**src/sv/twl_pkg.sv**
```systemverilog
`timescale 1ns / 1ps
// ---------------------------------------------------------------------------
// twl_pkg
// Shared types and constants of the two-wire handshake byte link.
// ---------------------------------------------------------------------------
package twl_pkg;

	// opcodes carried by each input word
	localparam logic [1:0] OP_IDLE = 2'd0;
	localparam logic [1:0] OP_TX   = 2'd1;
	localparam logic [1:0] OP_RX   = 2'd2;

	// configuration register indexes
	localparam logic [0:0] CFG_IDX_TIMEOUT = 1'b0;
	localparam logic [0:0] CFG_IDX_REPLY   = 1'b1;

	// configuration widths and reset values
	localparam int TIMEOUT_W = 24;
	localparam int REPLY_W   = 16;
	localparam int CFG_W     = 24;
	localparam logic [TIMEOUT_W-1:0] TIMEOUT_RST = 24'd2000000;
	localparam logic [REPLY_W-1:0]   REPLY_RST   = 16'd100;

	// line drive codes, bit 0 pulls tip, bit 1 pulls ring
	localparam logic [1:0] DRV_NONE = 2'b00;
	localparam logic [1:0] DRV_TIP  = 2'b01;
	localparam logic [1:0] DRV_RING = 2'b10;

	// index of the last bit of a byte
	localparam logic [2:0] BIT_LAST = 3'd7;

	// stream widths
	localparam int IN_TDATA_W  = 16;
	localparam int OUT_TDATA_W = 16;

	typedef enum logic [2:0] {
		PH_IDLE,
		PH_TX_LOW,
		PH_TX_HIGH,
		PH_RX_WAIT,
		PH_RX_DELAY,
		PH_RX_ACK
	} phase_t;

	typedef struct packed {
		logic [TIMEOUT_W-1:0] timeout_ticks;
		logic [REPLY_W-1:0]   reply_delay_ticks;
	} twl_cfg_t;

	typedef struct packed {
		logic [1:0] opcode;
		logic [7:0] tx_byte;
		logic       tip_level;
		logic       ring_level;
	} twl_item_t;

	typedef struct packed {
		logic       tip_pull_low;
		logic       ring_pull_low;
		logic       busy_res;
		logic       done_res;
		logic       timed_out;
		logic [7:0] rx_data;
	} twl_res_t;

endpackage

```
**src/sv/twl_cfg.sv**
```systemverilog
`timescale 1ns / 1ps
// ---------------------------------------------------------------------------
// twl_cfg
// Configuration registers: handshake timeout and reply delay.
// ---------------------------------------------------------------------------
module twl_cfg (
	input  logic                     clk,
	input  logic                     arst_n,
	input  logic                     cfg_we,
	input  logic [0:0]               cfg_index,
	input  logic [twl_pkg::CFG_W-1:0] cfg_data,
	output twl_pkg::twl_cfg_t        cfg
);
	import twl_pkg::*;

	logic [TIMEOUT_W-1:0] timeout_q;
	logic [REPLY_W-1:0]   reply_q;

	// register writes
	always_ff @(posedge clk or negedge arst_n) begin
		if (!arst_n) begin
			timeout_q <= TIMEOUT_RST;
			reply_q   <= REPLY_RST;
		end else if (cfg_we) begin
			case (cfg_index)
				CFG_IDX_TIMEOUT: timeout_q <= cfg_data[TIMEOUT_W-1:0];
				CFG_IDX_REPLY:   reply_q   <= cfg_data[REPLY_W-1:0];
				default: ;
			endcase
		end
	end

	assign cfg.timeout_ticks     = timeout_q;
	assign cfg.reply_delay_ticks = reply_q;

endmodule

```
**src/sv/twl_step.sv**
```systemverilog
`timescale 1ns / 1ps
// ---------------------------------------------------------------------------
// twl_step
// Handshake state machine: takes one sampled word per enabled cycle,
// updates the link state and produces that word's result.
// ---------------------------------------------------------------------------
module twl_step (
	input  logic               clk,
	input  logic               arst_n,
	input  logic               step_en,
	input  twl_pkg::twl_item_t item,
	input  twl_pkg::twl_cfg_t  cfg,
	output twl_pkg::twl_res_t  res
);
	import twl_pkg::*;

	phase_t               phase_q, phase_d;
	logic [2:0]           bit_q, bit_d;
	logic [7:0]           shift_q, shift_d;
	logic [TIMEOUT_W-1:0] wait_q, wait_d;
	logic [REPLY_W-1:0]   delay_q, delay_d;
	logic [1:0]           drive_q, drive_d;

	logic [TIMEOUT_W-1:0] wait_inc;
	logic                 wait_hit;
	logic [REPLY_W-1:0]   delay_dec;
	logic                 tx_ok_low;
	logic                 tx_ok_high;
	logic                 ack_ok;
	logic                 done;
	logic                 tout;
	logic [7:0]           rxd;

	// wait counter and delay counter helpers
	assign wait_inc   = wait_q + TIMEOUT_W'(1);
	assign wait_hit   = (wait_inc >= cfg.timeout_ticks) || (wait_inc == '0);
	assign delay_dec  = delay_q - REPLY_W'(1);
	assign tx_ok_low  = shift_q[0] ? !item.tip_level : !item.ring_level;
	assign tx_ok_high = shift_q[0] ? item.tip_level : item.ring_level;
	assign ack_ok     = shift_q[7] ? item.ring_level : item.tip_level;

	// next state
	always_comb begin
		phase_d = phase_q;
		bit_d   = bit_q;
		shift_d = shift_q;
		wait_d  = wait_q;
		delay_d = delay_q;
		drive_d = drive_q;
		done    = 1'b0;
		tout    = 1'b0;
		rxd     = 8'd0;
		case (phase_q)
			PH_IDLE: begin
				if (item.opcode == OP_TX) begin
					shift_d = item.tx_byte;
					bit_d   = 3'd0;
					drive_d = item.tx_byte[0] ? DRV_RING : DRV_TIP;
					wait_d  = '0;
					phase_d = PH_TX_LOW;
				end else if (item.opcode == OP_RX) begin
					shift_d = 8'd0;
					bit_d   = 3'd0;
					drive_d = DRV_NONE;
					phase_d = PH_RX_WAIT;
				end
			end
			PH_TX_LOW: begin
				if (tx_ok_low) begin
					drive_d = DRV_NONE;
					wait_d  = '0;
					phase_d = PH_TX_HIGH;
				end else begin
					wait_d = wait_inc;
					if (wait_hit) begin
						done = 1'b1;
						tout = 1'b1;
					end
				end
			end
			PH_TX_HIGH: begin
				if (tx_ok_high) begin
					if (bit_q == BIT_LAST) begin
						done = 1'b1;
					end else begin
						bit_d   = bit_q + 3'd1;
						shift_d = {1'b0, shift_q[7:1]};
						drive_d = shift_q[1] ? DRV_RING : DRV_TIP;
						wait_d  = '0;
						phase_d = PH_TX_LOW;
					end
				end else begin
					wait_d = wait_inc;
					if (wait_hit) begin
						done = 1'b1;
						tout = 1'b1;
					end
				end
			end
			PH_RX_WAIT: begin
				// no timeout while both lines sit high
				if (!(item.tip_level && item.ring_level)) begin
					shift_d = {item.tip_level, shift_q[7:1]};
					if (cfg.reply_delay_ticks == '0) begin
						drive_d = item.tip_level ? DRV_TIP : DRV_RING;
						wait_d  = '0;
						phase_d = PH_RX_ACK;
					end else begin
						delay_d = cfg.reply_delay_ticks;
						phase_d = PH_RX_DELAY;
					end
				end
			end
			PH_RX_DELAY: begin
				delay_d = delay_dec;
				if (delay_dec == '0) begin
					drive_d = shift_q[7] ? DRV_TIP : DRV_RING;
					wait_d  = '0;
					phase_d = PH_RX_ACK;
				end
			end
			PH_RX_ACK: begin
				if (ack_ok) begin
					drive_d = DRV_NONE;
					if (bit_q == BIT_LAST) begin
						done = 1'b1;
						rxd  = shift_q;
					end else begin
						bit_d   = bit_q + 3'd1;
						phase_d = PH_RX_WAIT;
					end
				end else begin
					wait_d = wait_inc;
					if (wait_hit) begin
						done = 1'b1;
						tout = 1'b1;
					end
				end
			end
			default: begin
				phase_d = PH_IDLE;
				drive_d = DRV_NONE;
			end
		endcase
		// end of transfer releases both wires
		if (done) begin
			phase_d = PH_IDLE;
			drive_d = DRV_NONE;
			wait_d  = '0;
			delay_d = '0;
		end
	end

	// state registers
	always_ff @(posedge clk or negedge arst_n) begin
		if (!arst_n) begin
			phase_q <= PH_IDLE;
			bit_q   <= 3'd0;
			shift_q <= 8'd0;
			wait_q  <= '0;
			delay_q <= '0;
			drive_q <= DRV_NONE;
		end else if (step_en) begin
			phase_q <= phase_d;
			bit_q   <= bit_d;
			shift_q <= shift_d;
			wait_q  <= wait_d;
			delay_q <= delay_d;
			drive_q <= drive_d;
		end
	end

	// result of this word
	always_comb begin
		res.tip_pull_low  = drive_d[0];
		res.ring_pull_low = drive_d[1];
		res.busy_res      = (phase_d != PH_IDLE);
		res.done_res      = done;
		res.timed_out     = tout;
		res.rx_data       = rxd;
	end

`ifndef SYNTHESIS
	a_idle_released: assert property (@(posedge clk) disable iff (!arst_n)
		phase_q == PH_IDLE |-> drive_q == DRV_NONE)
		else $error("idle link still drives a wire");
	a_one_wire: assert property (@(posedge clk) disable iff (!arst_n)
		drive_q != 2'b11)
		else $error("both wires pulled low");
	a_done_to_idle: assert property (@(posedge clk) disable iff (!arst_n)
		step_en && done |=> phase_q == PH_IDLE && wait_q == '0)
		else $error("transfer end did not return to idle");
	a_rx_wait_free: assert property (@(posedge clk) disable iff (!arst_n)
		phase_q == PH_RX_WAIT || phase_q == PH_TX_HIGH |-> drive_q == DRV_NONE)
		else $error("wire driven while waiting for partner");
	a_rxd_only_ok: assert property (@(posedge clk) disable iff (!arst_n)
		rxd != 8'd0 |-> done && !tout && phase_q == PH_RX_ACK)
		else $error("received byte outside successful receive end");
`endif

endmodule

```
**src/sv/two_wire_handshake_byte_link_core.sv**
```systemverilog
`timescale 1ns / 1ps
// ---------------------------------------------------------------------------
// two_wire_handshake_byte_link_core
// Tip/ring open-drain handshake byte transceiver, one sampled tick per word.
//
// channel   | direction | content
// s_axis    | in        | sampled line levels and opcode, one word per tick
// m_axis    | out       | wire drives, busy/done/timeout flags, received byte
// cfg       | in        | write-only timeout and reply delay registers
//
// One word is accepted every cycle while m_axis is not stalled; its result
// passes the input register, then the state machine step into the output
// register, and is then on m_axis.
// The rate is set by the state machine loop.
// Reset clears the link to idle with both wires released and loads the
// default timeout and reply delay.
// A stall on m_axis holds the output register and the state machine; it
// holds the input register and drops s_axis_tready only when that register is full.
// ---------------------------------------------------------------------------
module two_wire_handshake_byte_link_core (
	input  logic                            clk,
	input  logic                            arst_n,
	input  logic                            s_axis_tvalid,
	output logic                            s_axis_tready,
	// opcode[1:0], tx_byte[9:2], tip_level[10], ring_level[11], zero[15:12]
	input  logic [twl_pkg::IN_TDATA_W-1:0]  s_axis_tdata,
	output logic                            m_axis_tvalid,
	input  logic                            m_axis_tready,
	// tip_pull_low[0], ring_pull_low[1], busy_res[2], done_res[3],
	// timed_out[4], rx_data[12:5], zero[15:13]
	output logic [twl_pkg::OUT_TDATA_W-1:0] m_axis_tdata,
	input  logic                            cfg_we,
	input  logic [0:0]                      cfg_index,
	input  logic [twl_pkg::CFG_W-1:0]       cfg_data
);
	import twl_pkg::*;

	twl_cfg_t  cfg;
	twl_item_t item_s1;
	logic      vld_s1;
	twl_res_t  res;
	twl_res_t  res_q;
	logic      out_vld_q;
	logic      out_free;
	logic      step_en;

	twl_cfg u_cfg (
		.clk       (clk),
		.arst_n    (arst_n),
		.cfg_we    (cfg_we),
		.cfg_index (cfg_index),
		.cfg_data  (cfg_data),
		.cfg       (cfg)
	);

	// handshake control
	assign out_free      = !out_vld_q || m_axis_tready;
	assign step_en       = vld_s1 && out_free;
	assign s_axis_tready = !vld_s1 || step_en;

	// input word register
	always_ff @(posedge clk or negedge arst_n) begin
		if (!arst_n) begin
			vld_s1 <= 1'b0;
		end else if (s_axis_tready) begin
			vld_s1 <= s_axis_tvalid;
		end
	end

	always_ff @(posedge clk) begin
		if (s_axis_tready && s_axis_tvalid) begin
			item_s1.opcode     <= s_axis_tdata[1:0];
			item_s1.tx_byte    <= s_axis_tdata[9:2];
			item_s1.tip_level  <= s_axis_tdata[10];
			item_s1.ring_level <= s_axis_tdata[11];
		end
	end

	twl_step u_step (
		.clk     (clk),
		.arst_n  (arst_n),
		.step_en (step_en),
		.item    (item_s1),
		.cfg     (cfg),
		.res     (res)
	);

	// output word register
	always_ff @(posedge clk or negedge arst_n) begin
		if (!arst_n) begin
			out_vld_q <= 1'b0;
		end else if (out_free) begin
			out_vld_q <= step_en;
		end
	end

	always_ff @(posedge clk) begin
		if (step_en) begin
			res_q <= res;
		end
	end

	assign m_axis_tvalid = out_vld_q;
	assign m_axis_tdata  = {3'b000, res_q.rx_data, res_q.timed_out, res_q.done_res,
		res_q.busy_res, res_q.ring_pull_low, res_q.tip_pull_low};

endmodule

```
**config.mk**
```make
export PLATFORM = sky130hd
export DESIGN_NAME = two_wire_handshake_byte_link_core
export DESIGN_NICKNAME = d
export VERILOG_FILES = /design/src/sv/twl_pkg.sv /design/src/sv/twl_cfg.sv /design/src/sv/twl_step.sv /design/src/sv/two_wire_handshake_byte_link_core.sv
export SDC_FILE = /design/constraint.sdc
export NUM_CORES = 1
export LEC_CHECK = 0
export BUFFER_PORTS_ARGS = -buffer_cell sky130_fd_sc_hd__buf_2
export CAP_MARGIN = 5
export CORE_MARGIN = 2
export CORE_UTILIZATION = 37
export CTS_CLUSTER_DIAMETER = 150
export DETAILED_ROUTE_END_ITERATION = 12
export PLACE_DENSITY_LB_ADDON = 0.1
export SYNTH_ARGS = -nofsm -noshare
export SYNTH_HDL_FRONTEND = slang
export SYNTH_HIERARCHICAL = 1
export SYNTH_SLANG_ARGS = --single-unit
```
**constraint.sdc**
```tcl
create_clock -name clk -period 6.19 [get_ports clk]
set_input_delay 0.9285 -clock clk [delete_from_list [all_inputs] [get_ports clk]]
set_output_delay 0.9285 -clock clk [all_outputs]
set_load 0.1 [all_outputs]
```
# --- Yosys cells after proc, flatten, opt, wreduce, memory -nomap -nowiden ---
# Cells that the tools add are included.
word_totals:
  reg_bits: 123
  latchBits: 0
  ram_bits: 0
  rom_bits: 0
  inputBits: 46
  out_inout_bits: 18
  elab_cells: 136
  n_memories: 0
op_classes:
  add_sub_neg: 3
  mul: 0
  n_div: 0
  magnitude_cmp: 1
  n_eq_ne: 20
  shift: 0
  n_mux: 65
  bitwise_logic: 1
  reduce_logical: 26
op_table:
  columns: ["op", "count"]
  rows:
  - ["24-bit 2-to-1 mux", 9]
  - ["24-bit one-hot mux with 6 select lines", 1]
  - ["16-bit 2-to-1 mux", 3]
  - ["3-bit 2-to-1 mux", 15]
  - ["8-bit 2-to-1 mux", 5]
  - ["16-bit zero test", 2]
  - ["16-bit one-hot mux with 2 select lines", 1]
  - ["2-bit 2-to-1 mux", 14]
  - ["24-bit by 1-bit adder with 24-bit output, second input constant", 1]
  - ["24-bit >= comparator", 1]
  - ["24-bit zero test", 1]
  - ["8-bit one-hot mux with 3 select lines", 1]
  - ["3-bit one-hot mux with 6 select lines", 1]
  - ["16-bit by 1-bit subtractor with 16-bit output, second input constant", 1]
  - ["3-bit by 1-bit inequality test with 1-bit output, second input constant", 4]
  - ["2-bit one-hot mux with 6 select lines", 1]
  - ["3-bit nonzero test", 4]
  - ["1-bit 2-to-1 mux", 11]
  - ["3-bit equality test, second input constant", 3]
  - ["3-bit one-hot mux with 3 select lines", 1]
  - ["8-bit AND reduction", 1]
  - ["7-bit nonzero test", 1]
  - ["3-bit by 2-bit equality test with 1-bit output, second input constant", 2]
  - ["3-bit by 2-bit inequality test with 1-bit output, second input constant", 2]
  - ["other kinds (19)", 30]

# --- Logic depth before layout (Yosys ltp) ---
# Gate-level depths: netlist (run 1).
depth:
  depth_word: 8
  depth_mapped: 18
  ltp_nobuf: 14

# --- Modules after synthesis ---
# The synthesis (run 1) kept the hierarchy.
modules_own_cells:
  columns: ["module", "instances", "cells_each", "area_per_inst_um2", "seq_area_each_um2"]
  rows:
  - ["twl_step", 1, 684, 5296.3, 1401.3]
  - ["twl_cfg", 1, 86, 1604.0, 1013.5]
  - ["two_wire_handshake_byte_link_core", 1, 37, 880.8, 800.8]

# --- Worst setup path after synthesis (run 1) ---
# No wires, ideal clock.
synth_path:
  kind: "flip-flop to flip-flop"
  from: "register u_step.wait_q[0]"
  to: "register res_q (netlist bit m_axis_tdata[4]) (data pin)"
  setup_ns: 0.251
  arrival_ns: 3.749
  required_time_ns: 5.939
  path_slack_ns: 2.189
  stages_incl_launch_ff: 19
  path_buffers: 5
  period_less_slack_ns: 4.001
  cell_sequence: "dfrtp_1 > ha_1 > buf_2 > nand4_1 > or3_1 > clkbuf_1 > or3_1 > nand2b_1 > ha_1 > nand4_1 > nor2_1 > o2111ai_1 > a31oi_1 > o311a_1 > a21oi_1 > clkbuf_1 > buf_1 > nand2_1 > buf_4"
synth_via:
  elab_chain_len: 6
  word_cells_on_any_way: 9
  classes_between: "add/sub (1); order compare (1); mux (5); reduce/logical (2)"
synth_lines:
  columns: ["item", "line_no", "text"]
  rows:
  - ["start, declared", "twl_step.sv:20", "logic [TIMEOUT_W-1:0] wait_q, wait_d;"]
  - ["start signal, assigned", "twl_step.sv:167", "wait_q <= wait_d;"]
  - ["24-bit by 1-bit adder with 24-bit output *", "twl_step.sv:35", "assign wait_inc = wait_q + TIMEOUT_W'(1);"]
  - ["24-bit >= comparator / 24-bit zero test (equally long branches)", "twl_step.sv:36", "assign wait_hit = (wait_inc >= cfg.timeout_ticks) || (wait_inc == '0);"]
  - ["1-bit logical OR *", "twl_step.sv:36", null]
  - ["1-bit 2-to-1 mux *", "twl_step.sv:75, twl_step.sv:94, twl_step.sv:134", null]
  - ["1-bit 2-to-1 mux, on equally long branches", "twl_step.sv:123, twl_step.sv:69, twl_step.sv:82", null]
  - ["1-bit one-hot mux with 3 select lines *", "twl_step.sv:53", "case (phase_q)"]
  - ["net u_step.tout", "twl_step.sv:31", "logic tout;"]
  - ["end signal, assigned", "two_wire_handshake_byte_link_core.sv:99", "res_q <= res;"]
  - ["end, declared", "two_wire_handshake_byte_link_core.sv:42", "twl_res_t res_q;"]
# The timed path passes the listed nets; every way through them passes the cells marked *.
# A chain may end at the register's enable or synchronous reset.

==> metrics.cfg, run 1 <==
[run_status]
run_status=complete, no violations

[die]
row_count=53
ioPinCount=64
die_h_um=149
core_um2=20800
dieArea_um2=22200
die_width_um=149
start_util_pct=37.4

[critical_path]
critPathRequiredTime_ns=6.42
cp_cell_sequence=ha_1, nand4_1, or3_1, nor3_1, nand2_1, xnor2_1, ha_1, a21o_1, a21oi_1, o21ai_0, a21oi_2, nand3_1, a311oi_1
max_stage_delay_ns=0.59
start_kind=flop
worstSetupPathType=reg -> reg
path_buf_inv=0
cpMostUsedCell=ha_1
worstPathMaxFanout=11
cp_data_arrival_time_ns=5.29
end_kind=flop
slowest_stage=nand3_1
crit_family=simple AND/OR/NAND/NOR gates

[placement]
pre_cts_slack_ns=1.18
hpwl_um=14600
place_congestion=0.882
port_buffers=56

[pwr]
p_per_area_nw_per_um2=351
p_comb_share_pct=31.0
p_leak_nw=3.72
total_power_mw=3.08
seqPwrFrac_pct=37.7
p_clk_share_pct=31.3
swShare_pct=39.2
irDropWorstVdd_v=0.000197
p_int_mw=1.87
power_switching_mw=1.21

[clocking]
clk_pin_slew_ns=0.06
cts_root_buf=clkbuf_16
htree_levels=4
clock_sinks=123
cts_buffer_depth=2
postCtsSetupRepairBufs=0
cts_tree=done
hold_buffers=0
numCtsBuffers=17
cts_resized=0
clk_latency_ns=0.43

[sta]
hold_viol=0
grt_setup_unrepaired=no
slew_headroom_pct=34.4
skew_ns=0.00821
fmax_mhz=198
finalCriticalPeriod_ns=5.06
finalSetupViolations=0
worst_slew_pin_slew_ns=0.981
fin_ws_ns=1.13
finalCritPeriodShare_pct=81.8
setup_tns_ns=0
slew_violations=0

[drt]
drtIter0Drc=425
antenna_left=0
detail_route.first_pass.iterations=5
vias=6286
wirelength_um=20100
drc=0
detail_route.wl_per_cell_um=17.8
vias_per_cell=5.58

[global_routing]
grt_pass1_vias=6199
grtUsageTotal_pct=18.9
grt_max_degree=70
grt_overflow=0
antenna_found_initial=0
grt_first_pass_wirelength_um=32900

[hold_path]
hold_class=in -> async

[yosys]
ys_types=76
yosys-top-cells-area=dfrtp_1, edfxtp_1, ha_1
ys_ff_latch=123
synth_area_um2=7780
seq_area_frac_synth_pct=41.3
synthArstFlopShare_pct=79.7
synth-edff-count=25
yosys.area.top_type=dfrtp_1
ys_warn_count=6
syn_inst=807
synth_most_common_cell=dfrtp_1
synth_top_area_share_pct=28.3
synth-main-ff-cell=dfrtp_1
synth_common_cells=dfrtp_1, nand2_1, nor2_1
syn_area_per_cell_um2=9.64

[layout]
n_antenna_cell=0
area_growth_pct=12.8
final_nets=917
drive_gt1_share_pct=20.3

[flow_run]
cap_viol_max_count=0

cells by family after synthesis:
logic type / after synthesis / synth area share [%]
compound gates: 181 / 16.2
xor+xnor: 26 / 2.93
fa+ha+maj: 32 / 5.15
buf+inv: 100 / 5.80
flops: 123 / 41.3
mux: 53 / 8.60
other cells: 1 / 0.0482
simple gates: 291 / 20.0
area by class of cell:
class                   instances  area (um^2)
clock buffers                  17          425
well taps                     275          344
multi-input cells             586         4130
repair buffers                 63          335
inverters                      48          180
flip-flops and latches        123         3220
fillers                      2120        12000
clock inverters                15          140
cell usage in the layout, fill, tap and decap left out, types with 19 or more instances in the layout:
cell,n
and3_1,19
inv_1,47
nand3_1,35
a21oi_1,31
buf_2,55
ha_1,32
o21ai_0,40
nor2_1,51
edfxtp_1,25
xnor2_1,20
mux2_4,20
nor3_1,19
mux2_2,21
nand2_1,73
dfrtp_1,88
power groups by stage:
stage	Clock, mW	Sequential (mW)	Combinational [mW]
floorplan	0	1.16	0.690
global placement	0	1.17	0.929
detailed placement	0	1.17	0.948
CTS	0.994	1.16	0.951
global route	1.02	1.18	1.05
finish	0.963	1.16	0.955
routing by layer:
metal / GRT usage, % / up-vias / share of wire, %
li1: - / 3008 / -
met1: 27.0 / 3074 / 49
met2: 28.7 / 184 / 45
met3: 3.46 / 20 / 4.5
met4: 6.62 / 0 / 1.5
met5: 0 / - / 0
metrics by stage:
step	hold WS, ns	utilization (%)	cells	cell area (um^2)
after floorplan	0.457	-	809	7790
after global placement	0.468	39.4	1095	8210
after detailed placement	0.498	39.4	1095	8210
after CTS	0.436	42.1	1127	8770
after global routing	0.465	42.1	1127	8770
final	0.439	42.1	1127	8770
sequential cells by signal, summed over array words and instances, names as in the netlist, 8 cells and up:
signal	flops
item_s1	12
u_step/shift_q	8
u_step/wait_q	24
m_axis_tdata	13
u_cfg/timeout_q	24
u_cfg/reply_q	16
u_step/delay_q	16
path summary, 6_finish.rpt:
| check | start | to | slack, ns | depth (start not counted) |
|---|---|---|---|---|
| setup / recovery | u_step/wait_q[0] | m_axis_tdata[2] | 1.13 | 13 |
| hold / removal | arst_n | u_step/delay_q[5] | 0.44 | 1 |
| setup reg to reg | u_step/wait_q[0] | m_axis_tdata[2] | 1.13 | 13 |
| max in group asynchronous | arst_n | u_cfg/timeout_q[16] | 4.49 | 2 |
| hold reg to reg | u_step/bit_q[0] | u_step/bit_q[0] | 0.51 | 1 |
| min in group clk | u_step/bit_q[0] | u_step/bit_q[0] | 0.51 | 1 |
Note: power is estimated with default switching activity, not from simulation.
==> run 2, diff against run 1 <==
==> constraint.sdc (replaced) <==
create_clock -name clk -period 4.8 [get_ports clk]
set_input_delay 0.72 -clock clk [delete_from_list [all_inputs] [get_ports clk]]
set_output_delay 0.72 -clock clk [all_outputs]
set_load 0.1 [all_outputs]
==> run 2 against run 1 <==
Effect of this change: worst hold slack lost 0.025 ns; fmax up 18%; setup slack lost 0.62 ns; critical path depth grew 1; design area increased by 1.3%; combinational power rose by 29%; wire length rose by 0.71%; critical path type unchanged; critical endpoint is now u_step/wait_q[3]; highest routed layer unchanged.
==> metrics.cfg, run 2 (synthesis gave the netlist of run 1 again) <==
[global_routing]
antenna_found_initial=0
grt_first_pass_wirelength_um=32600
grt_overflow=0
grt_pass1_vias=6129
grtUsageTotal_pct=18.7
grt_max_degree=69

[sta]
worst_slew_pin_slew_ns=1.03
grt_setup_unrepaired=no
finalCritPeriodShare_pct=89.4
finalCriticalPeriod_ns=4.29
fin_ws_ns=0.508
slew_headroom_pct=31.3
holdWs_ns=0.414
skew_ns=0.00991
hold_viol=0
slew_violations=0
fmax_mhz=233
setup_tns_ns=0
finalSetupViolations=0

[layout]
final_util_pct=42.7
area_growth_pct=14.3
mostFrequentLayoutCells=dfrtp_1, nand2_1, buf_2, nor2_1, inv_1
multiInputGateArea_um2=4130
ff_latch_area_um2=3220
final_nets=920
drive_gt1_share_pct=20.5
final_common_cell=dfrtp_1
reg.largest.list=u_cfg/timeout_q (24), u_step/wait_q (24)
n_antenna_cell=0
fill_cells=2075

[drt]
drtIter0Drc=537
detail_route.first_pass.iterations=5
detail_route.wl_per_cell_um=17.9
vias_per_cell=5.61
wirelength_um=20200
drc=0
vias=6344
antenna_left=0

[clocking]
htree_levels=4
clk_latency_ns=0.43
numCtsBuffers=17
cts_buffer_depth=2
cts_resized=0
hold_buffers=0
cts_tree=done
clk_pin_slew_ns=0.06
clock_sinks=123
postCtsSetupRepairBufs=0
cts_root_buf=clkbuf_16

[die]
row_count=53
core_um2=20800
die_h_um=149
ioPinCount=64
dieArea_um2=22200
start_util_pct=37.4
die_width_um=149

[pwr]
irDropWorstVdd_v=0.000215
p_per_area_nw_per_um2=470
total_power_mw=4.18
p_leak_nw=3.79

[run_status]
run_status=complete, no violations

[placement]
pre_cts_slack_ns=0.559
place_congestion=0.864
hpwl_um=14300
port_buffers=56

[critical_path]
worstSetupPathType=reg -> reg
worstPathMaxFanout=20
end_kind=flop
cp_data_arrival_time_ns=4.62
critPathRequiredTime_ns=5.13
start_kind=flop

[hold_path]
hold_class=in -> async

[flow_run]
cap_viol_max_count=0

-- run 2: worst paths after layout --
check / depth (start not counted) / slack (ns) / to / start
worst max-delay path: 14 / 0.51 / u_step/wait_q[3] / u_step/wait_q[9]
max in group asynchronous: 2 / 3.36 / u_cfg/timeout_q[18] / arst_n
worst max register to register: 14 / 0.51 / u_step/wait_q[3] / u_step/wait_q[9]
worst min register to register: 1 / 0.49 / u_step/bit_q[0] / u_step/bit_q[0]
min in group clk: 1 / 0.46 / item_s1[4] / s_axis_tdata[4]
worst min-delay path: 1 / 0.41 / u_step/delay_q[5] / arst_n
-- run 2: layout make-up --
| cell class | instances | share of cell area (%) |
|---|---|---|
| multi-input combinational | 586 | 46.5 |
| sequential | 123 | 36.2 |
| clock buffer | 17 | 4.78 |
| timing repair buffer | 66 | 4.02 |
| tap | 275 | 3.87 |
| clock inverter | 15 | 2.65 |
| inverter | 48 | 2.03 |
-- run 2: per-layer routing --
| layer | wire length (um) | GRT usage, % | vias to the layer above |
|---|---|---|---|
| met5 | 0 | 0 | - |
| met4 | 384 | 7.29 | 0 |
| met3 | 986 | 3.30 | 35 |
| met2 | 9030 | 28.8 | 211 |
| li1 | - | - | 3012 |
| met1 | 9830 | 26.3 | 3086 |
-- run 2: where the power goes --
group          switching, mW  total [mW]  internal, mW
clock network          0.525        1.46         0.933
logic                  0.795        1.23         0.431
registers              0.235        1.50          1.26
total                   1.55        4.18          2.63
-- run 2: metrics by stage --
stage | cell area, um^2 | cells
floorplan | 7790 | 809
global placement | 8230 | 1098
detailed placement | 8230 | 1098
CTS | 8890 | 1130
global route | 8890 | 1130
finish | 8890 | 1130
-- run 2: worst max-delay path: stages (launching register included) --
cell     delay (ns)
dfrtp_1        0.49
nand3_1        0.29
or3_1          0.57
nor3_1         0.40
nand2_1        0.12
xnor2_1        0.26
ha_1           0.30
o21ai_0        0.15
o32ai_1        0.09
nor2_1         0.09
o21ai_0        0.14
a21oi_2        0.19
buf_4          0.32
nand3_1        0.43
o31ai_1        0.36
